--- src/rtl/pfx_pkg.sv ---
package pfx_pkg;

    localparam int STACK_DEPTH_DEF = 16;
    localparam int VALUE_WIDTH_DEF = 32;
    localparam int MAX_DIGITS_DEF  = 9;

    localparam int CHAR_W   = 8;
    localparam int OUT_W    = 32;
    localparam int STATUS_W = 3;

    localparam logic [CHAR_W-1:0] CH_PLUS  = 8'h2B;
    localparam logic [CHAR_W-1:0] CH_MINUS = 8'h2D;
    localparam logic [CHAR_W-1:0] CH_STAR  = 8'h2A;
    localparam logic [CHAR_W-1:0] CH_SLASH = 8'h2F;
    localparam logic [CHAR_W-1:0] CH_SPACE = 8'h20;
    localparam logic [CHAR_W-1:0] CH_ZERO  = 8'h30;
    localparam logic [CHAR_W-1:0] CH_NINE  = 8'h39;

    typedef logic [STATUS_W-1:0] t_status;

    localparam t_status ST_OK    = 3'd0;
    localparam t_status ST_EMPTY = 3'd1;
    localparam t_status ST_UNDER = 3'd2;
    localparam t_status ST_OVER  = 3'd3;
    localparam t_status ST_DIV0  = 3'd4;
    localparam t_status ST_LONG  = 3'd5;

    typedef enum logic [1:0] {
        OP_ADD = 2'd0,
        OP_SUB = 2'd1,
        OP_MUL = 2'd2,
        OP_DIV = 2'd3
    } t_alu_op;

    typedef struct packed {
        logic    start;
        t_alu_op op;
    } t_alu_ctl;

endpackage

--- src/rtl/pfx_ram.sv ---
module pfx_ram #(
    parameter int WIDTH = pfx_pkg::VALUE_WIDTH_DEF,
    parameter int DEPTH = pfx_pkg::STACK_DEPTH_DEF
) (
    input  logic                     i_clk,
    input  logic                     i_we,
    input  logic [$clog2(DEPTH)-1:0] i_waddr,
    input  logic [WIDTH-1:0]         i_wdata,
    input  logic                     i_re,
    input  logic [$clog2(DEPTH)-1:0] i_raddr,
    output logic [WIDTH-1:0]         o_rdata
);

    logic [WIDTH-1:0] r_mem [DEPTH];
    logic [WIDTH-1:0] r_rdata;

    always_ff @(posedge i_clk) begin
        if (i_we) begin
            r_mem[i_waddr] <= i_wdata;
        end
        if (i_re) begin
            r_rdata <= r_mem[i_raddr];
        end
    end

    assign o_rdata = r_rdata;

endmodule

--- src/rtl/pfx_alu.sv ---
module pfx_alu #(
    parameter int VALUE_WIDTH = pfx_pkg::VALUE_WIDTH_DEF
) (
    input  logic                   i_clk,
    input  logic                   i_rst_n,
    input  pfx_pkg::t_alu_ctl      i_ctl,
    input  logic [VALUE_WIDTH-1:0] i_op_a,
    input  logic [VALUE_WIDTH-1:0] i_op_b,
    output logic                   o_done,
    output logic [VALUE_WIDTH-1:0] o_result
);

    import pfx_pkg::*;

    localparam int W  = VALUE_WIDTH;
    localparam int CW = $clog2(W);

    typedef enum logic [5:0] {
        A_IDLE = 6'b000001,
        A_ONE  = 6'b000010,
        A_NEGA = 6'b000100,
        A_NEGB = 6'b001000,
        A_STEP = 6'b010000,
        A_FIX  = 6'b100000
    } t_alu_state;

    t_alu_state      r_state;
    t_alu_op         r_op;
    logic [W-1:0]    r_a;      // multiplicand, or dividend shifting into quotient
    logic [W-1:0]    r_b;      // multiplier, or divisor magnitude
    logic [W-1:0]    r_acc;    // product accumulator, or partial remainder
    logic [W-1:0]    r_res;
    logic [CW-1:0]   r_cnt;
    logic            r_neg;
    logic            r_done;

    // shared adder/subtractor
    logic [W:0]      add_x;
    logic [W:0]      add_y;
    logic            add_inv;
    logic [W+1:0]    add_sum;
    logic            last_step;

    always_comb begin
        add_x   = '0;
        add_y   = '0;
        add_inv = 1'b0;
        unique case (r_state)
            A_ONE: begin
                add_x   = {1'b0, r_a};
                add_y   = {1'b0, r_b};
                add_inv = (r_op == OP_SUB);
            end
            A_NEGA: begin
                add_y   = {1'b0, r_a};
                add_inv = 1'b1;
            end
            A_NEGB: begin
                add_y   = {1'b0, r_b};
                add_inv = 1'b1;
            end
            A_STEP: begin
                if (r_op == OP_MUL) begin
                    add_x = {1'b0, r_acc};
                    add_y = r_b[0] ? {1'b0, r_a} : '0;
                end else begin
                    add_x   = {r_acc, r_a[W-1]};
                    add_y   = {1'b0, r_b};
                    add_inv = 1'b1;
                end
            end
            A_FIX: begin
                add_y   = {1'b0, r_a};
                add_inv = 1'b1;
            end
            default: begin
                add_x = '0;
            end
        endcase
    end

    // bit W+1 is the no-borrow flag when subtracting
    assign add_sum   = {1'b0, add_x} + {1'b0, (add_inv ? ~add_y : add_y)}
                     + {{(W+1){1'b0}}, add_inv};
    assign last_step = (r_cnt == CW'(W - 1));

    always_ff @(posedge i_clk) begin
        if (!i_rst_n) begin
            r_state <= A_IDLE;
            r_done  <= 1'b0;
        end else begin
            r_done <= 1'b0;
            unique case (r_state)
                A_IDLE: begin
                    if (i_ctl.start) begin
                        unique case (i_ctl.op)
                            OP_DIV:  r_state <= A_NEGA;
                            OP_MUL:  r_state <= A_STEP;
                            default: r_state <= A_ONE;
                        endcase
                    end
                end
                A_ONE: begin
                    r_done  <= 1'b1;
                    r_state <= A_IDLE;
                end
                A_NEGA: r_state <= A_NEGB;
                A_NEGB: r_state <= A_STEP;
                A_STEP: begin
                    if (last_step) begin
                        if (r_op == OP_MUL) begin
                            r_done  <= 1'b1;
                            r_state <= A_IDLE;
                        end else begin
                            r_state <= A_FIX;
                        end
                    end
                end
                A_FIX: begin
                    r_done  <= 1'b1;
                    r_state <= A_IDLE;
                end
                default: r_state <= A_IDLE;
            endcase
        end
    end

    always_ff @(posedge i_clk) begin
        unique case (r_state)
            A_IDLE: begin
                if (i_ctl.start) begin
                    r_op  <= i_ctl.op;
                    r_a   <= i_op_a;
                    r_b   <= i_op_b;
                    r_acc <= '0;
                    r_cnt <= '0;
                    r_neg <= i_op_a[W-1] ^ i_op_b[W-1];
                end
            end
            A_ONE: r_res <= add_sum[W-1:0];
            A_NEGA: begin
                if (r_a[W-1]) begin
                    r_a <= add_sum[W-1:0];
                end
            end
            A_NEGB: begin
                if (r_b[W-1]) begin
                    r_b <= add_sum[W-1:0];
                end
            end
            A_STEP: begin
                r_cnt <= r_cnt + 1'b1;
                if (r_op == OP_MUL) begin
                    r_acc <= add_sum[W-1:0];
                    r_a   <= r_a << 1;
                    r_b   <= r_b >> 1;
                    if (last_step) begin
                        r_res <= add_sum[W-1:0];
                    end
                end else begin
                    r_acc <= add_sum[W+1] ? add_sum[W-1:0] : add_x[W-1:0];
                    r_a   <= {r_a[W-2:0], add_sum[W+1]};
                end
            end
            A_FIX: r_res <= r_neg ? add_sum[W-1:0] : r_a;
            default: r_res <= r_res;
        endcase
    end

    assign o_done   = r_done;
    assign o_result = r_res;

endmodule

--- src/rtl/postfix_expression_evaluator.sv ---
// Postfix (RPN) evaluator, one ASCII character per input transaction. Digits
// build a decimal number; a space, an operator or the last character pushes
// it on the value stack. + - * / pop two entries and push op2 op op1, wrapping
// at VALUE_WIDTH bits, division truncating toward zero. On the character
// marked last one output transaction carries the value and a status (0 ok,
// 1 empty or leftover, 2 underflow, 3 overflow, 4 divide by zero, 5 number too
// long); the first error sticks until then and the block then starts clean.
// Digits, spaces and other characters not marked last are taken with no stall;
// + - * and / stall while the stack RAM's single read port fetches both
// operands and the shared add/subtract unit works, bit by bit for * and /.
// The last character adds the final push and the read of the bottom entry.
// o_stall stays high while an item is in progress.
module postfix_expression_evaluator #(
    parameter int STACK_DEPTH = pfx_pkg::STACK_DEPTH_DEF,
    parameter int VALUE_WIDTH = pfx_pkg::VALUE_WIDTH_DEF,
    parameter int MAX_DIGITS  = pfx_pkg::MAX_DIGITS_DEF
) (
    input  logic                         i_clk,
    input  logic                         i_rst_n,
    input  logic                         i_valid,
    output logic                         o_stall,
    input  logic [pfx_pkg::CHAR_W-1:0]   i_char_in,
    input  logic                         i_last,
    output logic                         o_valid,
    input  logic                         i_stall,
    output logic signed [pfx_pkg::OUT_W-1:0] o_value,
    output logic [pfx_pkg::STATUS_W-1:0] o_status
);

    import pfx_pkg::*;

    localparam int W   = VALUE_WIDTH;
    localparam int AW  = $clog2(STACK_DEPTH);
    localparam int SCW = $clog2(STACK_DEPTH + 1);
    localparam int DCW = $clog2(MAX_DIGITS + 1);

    typedef enum logic [7:0] {
        S_IDLE  = 8'b00000001,
        S_OPCHK = 8'b00000010,
        S_RD2   = 8'b00000100,
        S_RD3   = 8'b00001000,
        S_ALU   = 8'b00010000,
        S_FLUSH = 8'b00100000,
        S_FRD   = 8'b01000000,
        S_FOUT  = 8'b10000000
    } t_state;

    t_state           r_state, n_state;
    logic [SCW-1:0]   r_cnt, n_cnt;
    logic [W-1:0]     r_acc, n_acc;
    logic [DCW-1:0]   r_dig, n_dig;
    t_status          r_err, n_err;
    t_alu_op          r_op, n_op;
    logic             r_last, n_last;
    logic [W-1:0]     r_op1, n_op1;
    logic             r_out_valid, n_out_valid;
    logic [OUT_W-1:0] r_out_value, n_out_value;
    t_status          r_out_status, n_out_status;

    logic             ram_we;
    logic [AW-1:0]    ram_waddr;
    logic [W-1:0]     ram_wdata;
    logic             ram_re;
    logic [AW-1:0]    ram_raddr;
    logic [W-1:0]     ram_rdata;

    t_alu_ctl         alu_ctl;
    logic             alu_done;
    logic [W-1:0]     alu_result;

    logic [SCW-1:0]   cnt_m1, cnt_m2;
    logic             full;
    logic             is_digit, is_space, is_oper;
    logic [W-1:0]     acc10;
    logic [OUT_W-1:0] ext_value;
    t_state           after_op;
    t_status          fin_status;

    pfx_ram #(
        .WIDTH (W),
        .DEPTH (STACK_DEPTH)
    ) u_stack (
        .i_clk   (i_clk),
        .i_we    (ram_we),
        .i_waddr (ram_waddr),
        .i_wdata (ram_wdata),
        .i_re    (ram_re),
        .i_raddr (ram_raddr),
        .o_rdata (ram_rdata)
    );

    pfx_alu #(
        .VALUE_WIDTH (W)
    ) u_alu (
        .i_clk    (i_clk),
        .i_rst_n  (i_rst_n),
        .i_ctl    (alu_ctl),
        .i_op_a   (ram_rdata),
        .i_op_b   (r_op1),
        .o_done   (alu_done),
        .o_result (alu_result)
    );

    assign cnt_m1   = r_cnt - SCW'(1);
    assign cnt_m2   = r_cnt - SCW'(2);
    assign full     = (r_cnt == SCW'(STACK_DEPTH));
    assign is_digit = (i_char_in >= CH_ZERO) && (i_char_in <= CH_NINE);
    assign is_space = (i_char_in == CH_SPACE);
    assign is_oper  = (i_char_in == CH_PLUS) || (i_char_in == CH_MINUS)
                   || (i_char_in == CH_STAR) || (i_char_in == CH_SLASH);
    // n*10 + d as two shifts and adds
    assign acc10    = (r_acc << 3) + (r_acc << 1) + W'(i_char_in - CH_ZERO);
    assign after_op = r_last ? S_FLUSH : S_IDLE;

    always_comb begin
        for (int i = 0; i < OUT_W; i++) begin
            ext_value[i] = ram_rdata[(i < W) ? i : (W - 1)];
        end
    end

    always_comb begin
        priority if (r_err != ST_OK) begin
            fin_status = r_err;
        end else if (r_cnt != SCW'(1)) begin
            fin_status = ST_EMPTY;
        end else begin
            fin_status = ST_OK;
        end
    end

    always_comb begin
        n_state      = r_state;
        n_cnt        = r_cnt;
        n_acc        = r_acc;
        n_dig        = r_dig;
        n_err        = r_err;
        n_op         = r_op;
        n_last       = r_last;
        n_op1        = r_op1;
        n_out_valid  = r_out_valid;
        n_out_value  = r_out_value;
        n_out_status = r_out_status;
        ram_we       = 1'b0;
        ram_waddr    = r_cnt[AW-1:0];
        ram_wdata    = r_acc;
        ram_re       = 1'b0;
        ram_raddr    = '0;
        alu_ctl.start = 1'b0;
        alu_ctl.op    = r_op;

        if (r_out_valid && !i_stall) begin
            n_out_valid = 1'b0;
        end

        unique case (r_state)
            S_IDLE: begin
                if (i_valid) begin
                    n_last  = i_last;
                    n_state = i_last ? S_FLUSH : S_IDLE;
                    if (r_err == ST_OK) begin
                        if (is_digit) begin
                            if (r_dig >= DCW'(MAX_DIGITS)) begin
                                n_err = ST_LONG;
                            end else begin
                                n_acc = acc10;
                                n_dig = r_dig + 1'b1;
                            end
                        end else if (is_space || is_oper) begin
                            if (r_dig != '0) begin
                                if (full) begin
                                    n_err = ST_OVER;
                                end else begin
                                    ram_we = 1'b1;
                                    n_cnt  = r_cnt + 1'b1;
                                end
                                n_acc = '0;
                                n_dig = '0;
                            end
                            if (is_oper) begin
                                n_state = S_OPCHK;
                                priority if (i_char_in == CH_PLUS) begin
                                    n_op = OP_ADD;
                                end else if (i_char_in == CH_MINUS) begin
                                    n_op = OP_SUB;
                                end else if (i_char_in == CH_STAR) begin
                                    n_op = OP_MUL;
                                end else begin
                                    n_op = OP_DIV;
                                end
                            end
                        end
                    end
                end
            end
            S_OPCHK: begin
                if (r_err != ST_OK) begin
                    n_state = after_op;
                end else if (r_cnt < SCW'(2)) begin
                    n_err   = ST_UNDER;
                    n_state = after_op;
                end else begin
                    ram_re    = 1'b1;
                    ram_raddr = cnt_m1[AW-1:0];
                    n_state   = S_RD2;
                end
            end
            S_RD2: begin
                n_op1     = ram_rdata;
                ram_re    = 1'b1;
                ram_raddr = cnt_m2[AW-1:0];
                n_state   = S_RD3;
            end
            S_RD3: begin
                if ((r_op == OP_DIV) && (r_op1 == '0)) begin
                    n_err   = ST_DIV0;
                    n_state = after_op;
                end else begin
                    alu_ctl.start = 1'b1;
                    n_state       = S_ALU;
                end
            end
            S_ALU: begin
                if (alu_done) begin
                    // pop two, push one: the result lands where op2 was
                    ram_we    = 1'b1;
                    ram_waddr = cnt_m2[AW-1:0];
                    ram_wdata = alu_result;
                    n_cnt     = cnt_m1;
                    n_state   = after_op;
                end
            end
            S_FLUSH: begin
                if ((r_err == ST_OK) && (r_dig != '0)) begin
                    if (full) begin
                        n_err = ST_OVER;
                    end else begin
                        ram_we = 1'b1;
                        n_cnt  = r_cnt + 1'b1;
                    end
                end
                n_acc   = '0;
                n_dig   = '0;
                n_state = S_FRD;
            end
            S_FRD: begin
                ram_re  = 1'b1;
                n_state = S_FOUT;
            end
            S_FOUT: begin
                if (!r_out_valid || !i_stall) begin
                    n_out_valid  = 1'b1;
                    n_out_status = fin_status;
                    n_out_value  = (fin_status == ST_OK) ? ext_value : '0;
                    n_cnt        = '0;
                    n_acc        = '0;
                    n_dig        = '0;
                    n_err        = ST_OK;
                    n_state      = S_IDLE;
                end
            end
            default: n_state = S_IDLE;
        endcase
    end

    always_ff @(posedge i_clk) begin
        if (!i_rst_n) begin
            r_state     <= S_IDLE;
            r_cnt       <= '0;
            r_acc       <= '0;
            r_dig       <= '0;
            r_err       <= ST_OK;
            r_out_valid <= 1'b0;
        end else begin
            r_state     <= n_state;
            r_cnt       <= n_cnt;
            r_acc       <= n_acc;
            r_dig       <= n_dig;
            r_err       <= n_err;
            r_out_valid <= n_out_valid;
        end
    end

    always_ff @(posedge i_clk) begin
        r_op         <= n_op;
        r_last       <= n_last;
        r_op1        <= n_op1;
        r_out_value  <= n_out_value;
        r_out_status <= n_out_status;
    end

    assign o_stall  = (r_state != S_IDLE);
    assign o_valid  = r_out_valid;
    assign o_value  = r_out_value;
    assign o_status = r_out_status;

endmodule

--- config.mk ---
export PLATFORM = sky130hd
export DESIGN_NAME = postfix_expression_evaluator
export DESIGN_NICKNAME = d
export VERILOG_FILES = /design/src/rtl/pfx_pkg.sv /design/src/rtl/pfx_ram.sv /design/src/rtl/pfx_alu.sv /design/src/rtl/postfix_expression_evaluator.sv
export SDC_FILE = /design/constraint.sdc
export NUM_CORES = 1
export LEC_CHECK = 0
export BUFFER_PORTS_ARGS = -buffer_cell sky130_fd_sc_hd__buf_4
export CAP_MARGIN = 20
export CORE_ASPECT_RATIO = 0.5
export CORE_MARGIN = 2
export CORE_UTILIZATION = 60
export CTS_BUF_LIST = sky130_fd_sc_hd__clkbuf_4
export DETAILED_ROUTE_END_ITERATION = 6
export GPL_TIMING_DRIVEN = 1
export PLACE_DENSITY = 0.77
export SKIP_CTS_REPAIR_TIMING = 1
export SYNTH_ARGS = -nofsm -noshare
export SYNTH_HDL_FRONTEND = slang
export SYNTH_SLANG_ARGS = --single-unit
--- constraint.sdc ---
create_clock -name i_clk -period 11.1 [get_ports i_clk]
set_input_delay 2.22 -clock i_clk [delete_from_list [all_inputs] [get_ports i_clk]]
set_output_delay 2.22 -clock i_clk [all_outputs]
set_load 0.005 [all_outputs]
== After elaboration in Yosys (flattened, before gate mapping) ==
Memories as Yosys holds them, arrays and structs flattened. A register that Yosys moved wholly into a read port is not among the register bits.
Cells that the tools add are included.

* Bitwise gates (word level): 3
* Order comparisons: 4
* Muxes and demuxes: 116
* Reductions and logical operators: 44
* Equality and inequality tests: 47
* $add $sub $neg: 10

{| class="wikitable"
|+ Operator list
! operator !! count
|-
| $mux 32 || 21
|-
| $pmux 32 s3 || 4
|-
| $mux 33 || 3
|-
| $pmux 33 s3 || 1
|-
| $mux 6 || 12
|-
| $pmux 33 s2 || 1
|-
| $add 32x32->32 || 2
|-
| $pmux 32 s2 || 1
|-
| $pmux 8 s8 || 1
|-
| $mux 5 || 10
|-
| $eq 8x6->1 const B || 6
|-
| $mux 4 || 11
|-
| $mux 3 || 13
|-
| $add 33x33->34 || 1
|-
| $add 34x1->34 || 1
|-
| $not 33->33 || 1
|-
| $logic_not 32->1 || 1
|-
| $mux 1 || 24
|-
| $mux 8 || 3
|-
| $pmux 6 s4 || 1
|-
| $ne 2x2->1 const B || 11
|-
| $pmux 5 s2 || 2
|-
| $pmux 5 s4 || 1
|-
| $pmux 3 s5 || 1
|-
| other kinds (52) || 91
|}

* Bits in writable memories: 512
* Output and inout bits: 37
* Input bits: 13
* Register bits: 266
* Memories: 1

{| class="wikitable"
|+ Memories
! memory !! words !! bits a word !! read ports !! clocked after Yosys merged registers in !! wr ports !! RTL line !! text
|-
| u_stack.r_mem || 16 || 32 || 1 || 1 || 1 || pfx_ram.sv:14 || <nowiki>logic [WIDTH-1:0] r_mem [DEPTH];</nowiki>
|}

== Depth between registers and ports, before layout ==
Gate-level depths: netlist (run 1).

* Depth after elaboration: 12
* Gate-level depth with buffers: 21
* Mapped depth without buffers: 15

== Hierarchy ==
From an unflattened synthesis (run 1), not the netlist that was laid out.

* Cells, all modules: 2537
* Area, all modules: 37234.5 µm²

{| class="wikitable"
|+ Modules (own cells, without submodules)
! module !! times used !! area an instance (µm²) !! cells an instance
|-
| pfx_ram || 1 || 20174.3 || 838
|-
| pfx_alu || 1 || 9572.9 || 982
|-
| postfix_expression_evaluator || 1 || 7487.2 || 717
|}

== Least setup slack after synthesis (run 1) ==
No wires, ideal clock.

* Kind: input port to flip-flop
* Start point: in i_char_in[4] in the netlist's numbering
* End point: reg r_acc[25]
* Stages on the path: 13
* Arrival time: 7.657 ns
* Data required time: 11.013 ns
* Buffers on the path: 0
* Setup slack: 3.356 ns
* Cells stage by stage: ha_1 nor3_1 fa_1 ha_1 and4_1 nand3_1 or4b_2 a31oi_1 o21ai_0 a21oi_1 o21a_1 nor3_1 o31ai_1

* Longest elaborated chain between the ends: 7

{| class="wikitable"
|+ Ends and longest elaborated chain
! what !! RTL line !! text
|-
| start, declared || postfix_expression_evaluator.sv:22 || <nowiki>input logic [pfx_pkg::CHAR_W-1:0] i_char_in,</nowiki>
|-
| $sub 8x6->9 / $eq 8x6->1 (equally long branches) || postfix_expression_evaluator.sv:112, postfix_expression_evaluator.sv:109 ||
|-
| $add 32x32->32 / $logic_or 1x1->1 (equally long branches) || postfix_expression_evaluator.sv:112, postfix_expression_evaluator.sv:109 ||
|-
| $mux 32 / $logic_or 1x1->1 (equally long branches) || postfix_expression_evaluator.sv:162, postfix_expression_evaluator.sv:110 ||
|-
| $mux 32 / $logic_or 1x1->1 (equally long branches) || postfix_expression_evaluator.sv:161, postfix_expression_evaluator.sv:110 ||
|-
| $mux 32 / $logic_or 1x1->1 (equally long branches) || postfix_expression_evaluator.sv:160, postfix_expression_evaluator.sv:168 ||
|-
| $mux 32 / $ne 3x3->1 (equally long branches) || n/a ||
|-
| $pmux 32 s3 / $reduce_and 7->1 (equally long branches) || n/a ||
|-
| end signal, assigned || postfix_expression_evaluator.sv:276 || <nowiki>r_acc <= n_acc;</nowiki>
|-
| end, declared || postfix_expression_evaluator.sv:50 || <nowiki>logic [W-1:0] r_acc, n_acc;</nowiki>
|}

Parallel ways exist; a longest one is shown, timed or not. The select of a mux whose other input is x is not followed.
A chain may end at the register's enable or synchronous reset.

== Final worst setup path (run 1) ==
* Start point: reg u_alu.r_state[5]
* End point: reg u_alu.r_res[30] (netlist: u_alu.o_result[30]) (data pin)

* Longest elaborated chain between the ends: 10

{| class="wikitable"
|+ Ends and longest elaborated chain
! what !! RTL line !! text
|-
| start, declared || pfx_alu.sv:27 || <nowiki>t_alu_state r_state;</nowiki>
|-
| start signal, assigned || pfx_alu.sv:89 || <nowiki>r_state <= A_IDLE;</nowiki>
|-
| start signal, assigned || pfx_alu.sv:97 || <nowiki>OP_DIV: r_state <= A_NEGA;</nowiki>
|-
| start signal, assigned || pfx_alu.sv:98 || <nowiki>OP_MUL: r_state <= A_STEP;</nowiki>
|-
| $eq 6x6->1 (tied with other cells) || pfx_alu.sv:48, pfx_alu.sv:129 ||
|-
| $reduce_or 2->1 (no line) || n/a ||
|-
| $pmux 33 s3 || pfx_alu.sv:48 || <nowiki>unique case (r_state)</nowiki>
|-
| $not 33->33 || pfx_alu.sv:83 || <nowiki>assign add_sum = {1'b0, add_x} + {1'b0, (add_inv ? ~add_y : add_y)}</nowiki>
|-
| $mux 33 || pfx_alu.sv:83 ||
|-
| $add 33x33->34 || pfx_alu.sv:83 ||
|-
| $add 34x1->34 || pfx_alu.sv:84 || <nowiki>+ {{(W+1){1'b0}}, add_inv};</nowiki>
|-
| $mux 32 || pfx_alu.sv:157 || <nowiki>if (last_step) begin</nowiki>
|-
| $mux 32 || pfx_alu.sv:153 || <nowiki>if (r_op == OP_MUL) begin</nowiki>
|-
| $pmux 32 s3 (*) || pfx_alu.sv:129 || <nowiki>unique case (r_state)</nowiki>
|-
| end signal, assigned || pfx_alu.sv:158 || <nowiki>r_res <= add_sum[W-1:0];</nowiki>
|-
| end signal, assigned || pfx_alu.sv:165 || <nowiki>A_FIX: r_res <= r_neg ? add_sum[W-1:0] : r_a;</nowiki>
|-
| end signal, assigned || pfx_alu.sv:166 || <nowiki>default: r_res <= r_res;</nowiki>
|-
| end, declared || pfx_alu.sv:32 || <nowiki>logic [W-1:0] r_res;</nowiki>
|}

Every way passes the cells marked *; elsewhere a longest branch is shown, timed or not. The select of a mux whose other input is x is not followed.

==> results by group, run 1 <==
GRT
  • Initial antenna violation count: 4
  • All-Layer GR Usage: 28.8%
  • Gr ovfl total: 0
  • Vias in the first global route: 24,800
  • First-pass GRT wire length: 145,000 microns
  • Largest net degree at the start of global routing: 202

Layout
  • Layout Nets: 3,289
  • FF/Latch Area: 23,700 sq um
  • Finished Layout Cells: 4,123
  • Multi-input logic area: 14,300 sq um
  • FILL cells: 4,549
  • Final Core Density: 66.5%
  • Area Growth Syn to Fin: 8.90%
  • Ratio of cells with drive above 1 in the final layout: 17.0%

Yosys
  • Most common flop cell mapped by yosys: edfxtp_1
  • Synth warn: 0
  • Mapped Cells: 3,069
  • Mapped Nets: 3,188
  • Seq cells post-synth: 810
  • Top cells by area, synth: edfxtp_1, mux2i_1, mux2_2
  • Sequential fraction of the synthesis area: 61.3%
  • Ys async rst share: 0%
  • EDFF count, synth: 750
  • Distinct cells, synth: 83
  • Synth Cell Area: 38,700 sq um
  • Top cell type's share of synthesized area: 58.2%
  • Leading area contributor after synthesis: edfxtp_1
  • Mean Syn Cell Area: 12.6 sq um

Drt
  • Post-DR vias/cell: 6.34
  • ANT nets after route: 0
  • Detailed-route via count: 26,100
  • Residual DRC: 0
  • Iter 0 DRT Violations: 3,159
  • Wirelength per Cell: 23.4 microns
  • Drt pass-1 iters: 7
  • WL final: 96,500 microns

Timing
  • Sum of negative setup slack: 0 ns
  • Worst Tran Pin Value: 1.06 ns
  • Rel. slew slack: 29.3%
  • F_max: 171 MHz
  • Tmin final: 5.86 ns
  • Final setup viols: 0
  • RSZ-0062 raised after global routing: no
  • Final hold violation count: 0
  • Slew Viols, Final: 0
  • Clock skew: 0.0399 ns
  • Final period util: 52.8%

Pwr
  • Power Density: 133 nW/um^2
  • Worst IR Drop VDD: 0.0741 mV
  • Static leakage: 0.0158 uW

Hold path
  • HP Class: reg2reg
  • Hold depth: 1

Die
  • Die W: 363 microns
  • Placement Rows: 65
  • Die Y: 184 microns
  • Initial core utilization: 61.0%
  • Die area: 66,700 sq um
  • Ports: 50
  • Core area: 63,400 sq um

Critical path
  • Worst-path maximum fanout: 76
  • WP data required: 11.72 ns
  • Critical path type: reg2reg
  • CP max stage delay: 0.76 ns
  • Critical Path AT: 6.48 ns
  • Worst reg2reg path depth: 16
  • Worst setup EP type: register
  • Startpoint types: register
  • Critical path's slowest cell: or4_1
  • CP cell instances: or4_1 -> nor2_4 -> buf_4 -> o41ai_2 -> buf_4 -> mux2i_1 -> ha_1 -> a211o_1 -> a21oi_1 -> o31ai_1 -> a21o_1 -> a2111oi_0 -> o41ai_1 -> a21oi_1 -> xor2_1 -> o21ai_0

Place
  • Dpl cells: 3,830
  • Placer Congestion: 0.952
  • HPWL Detailed: 59,500 microns
  • Port buffer count: 49

CTS
  • CTS root buffer: clkbuf_4
  • Later-pin clock latency in the skew report: 0.94 ns
  • TritonCTS clock tree: built
  • Clk slew on worst S/H paths: 0.06 ns
  • Clk buf depth: 3
  • H-tree Lvls: 4
  • Cts bufs inserted: 175
  • Clk sinks: 810

Job
  • Max-cap violations: 0

Run status
  • Status: finished, final reports clean
## metrics by stage
step | area [sq um] | setup WS [ns] | total power [uW] | hold WS [ns]
6_report | 42200 | 5.24 | 5610 | 0.481
5_1_grt | 42200 | 4.92 | 5790 | 0.509
4_1_cts | 42200 | 5.27 | 5640 | 0.477
3_5_place_dp | 40100 | 4.71 | 3480 | 0.466
3_3_place_gp | 40000 | 4.74 | 3470 | 0.463
2_1_floorplan | 38700 | 3.36 | 3440 | 0.425
## cell type report
type	count	share of cell area, %
Sequential cell	810	56.3
Multi-Input combinational cell	2028	33.9
Clock buffer	253	4.50
Tap cell	837	2.48
Timing Repair Buffer	101	1.90
Clock inverter	38	0.487
Inverter	54	0.481
Antenna cell	2	0.0119
## synthesized netlist by cell type, types with 4 or more instances
| cell type | count |
|---|---|
| nand4_1 | 15 |
| or2_1 | 15 |
| buf_1 | 12 |
| dfxtp_1 | 60 |
| and4_1 | 5 |
| ha_1 | 76 |
| nand3b_1 | 6 |
| edfxtp_1 | 750 |
| nor4_1 | 14 |
| a31oi_1 | 9 |
| xnor2_1 | 40 |
| o21ai_0 | 170 |
| clkbuf_1 | 128 |
| a21oi_1 | 221 |
| nor3b_1 | 12 |
| or3_1 | 8 |
| nand3_1 | 33 |
| and2_1 | 54 |
| o31ai_1 | 7 |
| buf_2 | 22 |
| nor3_1 | 25 |
| a21o_1 | 44 |
| o21ai_1 | 18 |
| o21bai_1 | 4 |
| a31o_2 | 4 |
| mux2i_1 | 189 |
| nor2b_1 | 37 |
| and3_1 | 11 |
| o21a_1 | 20 |
| a222oi_1 | 5 |
| o22ai_1 | 5 |
| xor2_1 | 30 |
| or4_1 | 9 |
| nand2_1 | 267 |
| a211oi_2 | 4 |
| mux2_2 | 131 |
| inv_1 | 53 |
| a22oi_1 | 113 |
| nand2b_1 | 11 |
| buf_4 | 12 |
| a21boi_0 | 9 |
| fa_1 | 30 |
| a211oi_1 | 107 |
| o211ai_1 | 5 |
| nor2_1 | 211 |
## flip-flops by register name (all words and copies together) (netlist names), 3 cells and up
| name | flops |
|---|---|
| u_alu.r_cnt | 5 |
| u_alu.r_b | 32 |
| r_cnt | 5 |
| o_value | 32 |
| u_alu.o_result | 32 |
| u_alu.r_a | 32 |
| r_dig | 4 |
| r_acc | 32 |
| r_op1 | 32 |
| u_alu.r_acc | 32 |
| r_state | 8 |
| r_err | 3 |
| u_alu.r_state | 6 |
| u_stack.o_rdata | 32 |
| o_status | 3 |
| u_stack.r_mem | 512 |
## power breakdown
part           internal (uW)  switching, uW
sequential              3290           5.41
clock                   1070           1140
combinational           40.9           73.5
total                   4400           1220
## cell families after synthesis
logic type,Yosys count,synth area share (%)
DFF,810,61.3
buffers and inverters,231,2.48
AOI/OAI and AO/OA,781,12.9
and+or+nand+nor,751,9.11
muxes,320,8.69
adders and majority gates,106,4.01
xor gates and xnor gates,70,1.58
## worst paths after layout
kind                                  startpoint                 end  slack (ns)
worst max-delay path            u_alu.r_state[5]  u_alu.o_result[30]        5.24
worst min-delay path                     r_op[1]    u_alu.r_state[1]        0.48
worst max register to register  u_alu.r_state[5]  u_alu.o_result[30]        5.24
worst min register to register           r_op[1]    u_alu.r_state[1]        0.48
## cell usage in the layout, fill, tap and decap left out, types with 8 or more instances in the layout
| cell | n |
|---|---|
| a31oi_1 | 9 |
| nor3b_1 | 12 |
| nor3_1 | 24 |
| ha_1 | 76 |
| nand2b_1 | 11 |
| o21ai_1 | 17 |
| xnor2_1 | 40 |
| or4_1 | 9 |
| nand3_1 | 33 |
| inv_1 | 53 |
| and3_1 | 11 |
| nor4_1 | 13 |
| or3_1 | 8 |
| nor2_1 | 196 |
| or2_1 | 14 |
| xor2_1 | 30 |
| a211oi_1 | 106 |
| fa_1 | 30 |
| mux2i_1 | 189 |
| buf_4 | 98 |
| nand4_1 | 15 |
| a21o_1 | 44 |
| o21ai_0 | 169 |
| dfxtp_1 | 60 |
| edfxtp_1 | 750 |
| and2_1 | 53 |
| clkbuf_4 | 253 |
| clkinv_1 | 27 |
| a22oi_1 | 113 |
| mux2_2 | 131 |
| nor2b_1 | 33 |
| nor2_4 | 13 |
| o21a_1 | 19 |
| nand2_1 | 267 |
| a21oi_1 | 219 |
| a21boi_0 | 8 |
## per-layer routing
metal	track usage [%]	vias to the layer above	routed length, microns
met2	41.9	1372	41900
met4	8.61	0	1940
li1	-	11900	-
met3	6.41	156	10200
met1	43.3	12700	42400
met5	0	-	0
## worst max-delay path, delay by kind of cell (launching register included)
kind | cells | cell delay (ns)
buffers and inverters | 2 | 0.94
adder cells (fa/ha/maj) | 1 | 0.33
flip-flops | 1 | 0.40
XOR/XNOR | 1 | 0.34
AND/OR/NAND/NOR | 2 | 0.93
multiplexers | 1 | 0.24
AO/OA/AOI/OAI | 9 | 2.37
Note: power is estimated with default switching activity, not from simulation.
==> run 2: changes to the inputs <==
clock period = 5.5 ns   (was 11.1 ns; I/O delays follow)
==> results by group, run 2 (synthesis gave the netlist of run 1 again) <==
Pwr
  • Worst IR Drop VDD: 0.177 mV
  • Static leakage: 0.0162 uW
  • Power Density: 268 nW/um^2

GRT
  • Gr ovfl total: 0
  • All-Layer GR Usage: 29.5%
  • Grt met1 use: 44.7%
  • First-pass GRT wire length: 148,000 microns
  • Vias in the first global route: 25,000
  • Grt met2 use: 42.8%
  • Initial antenna violation count: 7
  • Largest net degree at the start of global routing: 109
  • GR Util met3: 6.74%
  • GRT Max-Usage Layer: met1

Critical path
  • Worst setup EP type: register
  • CP cell instances: or4_1 -> o32ai_4 -> buf_4 -> a22oi_1 -> mux2i_1 -> ha_1 -> nand2_1 -> nor2_1 -> nand2_1 -> or3_1 -> a31oi_4 -> o21ai_1 -> o31ai_1 -> xnor2_1 -> o21ai_1
  • CP endpoint: u_alu.r_a[31]
  • FF-to-FF Start: u_alu.r_state[5]
  • Startpoint types: register
  • Reg2reg end: u_alu.r_a[31]
  • Critical path's slowest cell: or4_1
  • Critical path type: reg2reg
  • Worst reg2reg path depth: 15
  • Worst-path maximum fanout: 32
  • R2R Setup Slk: 0.34 ns
  • Launch point of the worst path: u_alu.r_state[5]
  • CP max stage delay: 0.75 ns
  • WP buf/inv: 1
  • Levels on crit path: 15
  • WP data required: 6.12 ns
  • Crit path max-delay family: simple AND/OR/NAND/NOR gates
  • Critical Path AT: 5.79 ns

Die
  • Core area: 63,400 sq um
  • Ports: 50
  • Die W: 363 microns
  • Die Y: 184 microns
  • Placement Rows: 65
  • Die area: 66,700 sq um
  • Initial core utilization: 61.0%

Timing
  • Final period util: 93.9%
  • Final setup viols: 0
  • Rel. slew slack: 31.4%
  • Setup ws final: 0.337 ns
  • Final hold violation count: 0
  • Tmin final: 5.16 ns
  • Slew Viols, Final: 0
  • Clock skew: 0.0763 ns
  • Sum of negative setup slack: 0 ns
  • Worst Tran Pin Value: 1.03 ns
  • F_max: 194 MHz

Drt
  • Iter 0 DRT Violations: 3,642
  • Drt pass-1 iters: 6
  • Wirelength per Cell: 23.5 microns
  • ANT nets after route: 0
  • Post-DR vias/cell: 6.33
  • WL final: 98,100 microns
  • Detailed-route via count: 26,500
  • Residual DRC: 0

CTS
  • Clk sinks: 810
  • H-tree Lvls: 4
  • Cts bufs inserted: 176
  • Clk buf depth: 3
  • CTS root buffer: clkbuf_4
  • Later-pin clock latency in the skew report: 0.97 ns
  • Clk slew on worst S/H paths: 0.08 ns
  • TritonCTS clock tree: built

Layout
  • Highest-count cells in the layout ignoring fill and taps: edfxtp_1, nand2_1, clkbuf_4
  • Post-route cell area: 42,800 sq um
  • Area Growth Syn to Fin: 10.5%
  • Leading cell type in the layout, fill and taps excluded: edfxtp_1
  • FILL cells: 4,538
  • Number of flip-flops in the largest register: 512
  • Layout Nets: 3,328
  • Final Core Density: 67.5%
  • Ratio of cells with drive above 1 in the final layout: 18.3%
  • Most flop-heavy register: u_stack.r_mem

Hold path
  • HP Class: in2reg

Place
  • Dpl cell area: 40,500 sq um
  • Pre-CTS WS: 0.0306 ns
  • Port buffer count: 49
  • Placer Congestion: 0.956
  • HPWL Detailed: 62,600 microns

Run status
  • Status: finished, final reports clean

Job
  • Max-cap violations: 0
run 2: worst min-delay path by stage:
| stage | startpoint | endpoint | slack, ns | cells past startpoint |
|---|---|---|---|---|
| floorplan | r_acc[31] | r_acc[31] | 0.42 | 2 |
| global route | i_last | r_last | 0.30 | 1 |
| finish | i_last | r_last | 0.37 | 1 |
| global placement | r_acc[31] | r_acc[31] | 0.44 | 2 |
| CTS | i_last | r_last | 0.28 | 1 |
| detailed placement | r_op[0] | u_alu.r_op[0] | 0.47 | 0 |
run 2: worst reg2reg max path, stage by stage, from the launching register on:
cell,delay (ns)
dfxtp_1,0.39
or4_1,0.75
o32ai_4,0.35
buf_4,0.37
a22oi_1,0.19
mux2i_1,0.16
ha_1,0.44
nand2_1,0.08
nor2_1,0.21
nand2_1,0.15
or3_1,0.43
a31oi_4,0.24
o21ai_1,0.21
o31ai_1,0.41
xnor2_1,0.28
o21ai_1,0.20
run 2: final cells by class:
type / instances / area (sq um) / area share [%]
sequential: 810 / 23700 / 55.4
multi-input combinational: 2028 / 14300 / 33.5
clock buffer: 259 / 1940 / 4.54
timing repair buffer: 139 / 1280 / 2.98
tap: 837 / 1050 / 2.45
clock inverter: 49 / 278 / 0.649
inverter: 54 / 203 / 0.474
antenna: 2 / 5.00 / 0.0117
run 2: metal layers:
metal / vias up / part of all wire [%]
li1: 12000 / -
met1: 12900 / 44
met2: 1388 / 43
met3: 138 / 11
met4: 2 / 1.8
met5: - / 0.013
run 2: metrics by stage:
step	hold slack [ns]	cells	total power (uW)
floorplan	0.425	3069	6940
global placement	0.436	3866	7010
detailed placement	0.469	3867	7010
CTS	0.278	4175	11500
global route	0.295	4177	11900
finish	0.367	4178	11500
run 2: power breakdown:
group          switching, uW  leakage (uW)  internal [uW]
sequential              10.1       0.00839           6640
clock                   2340       0.00133           2260
combinational            146       0.00646           83.5
total                   2490        0.0162           8980
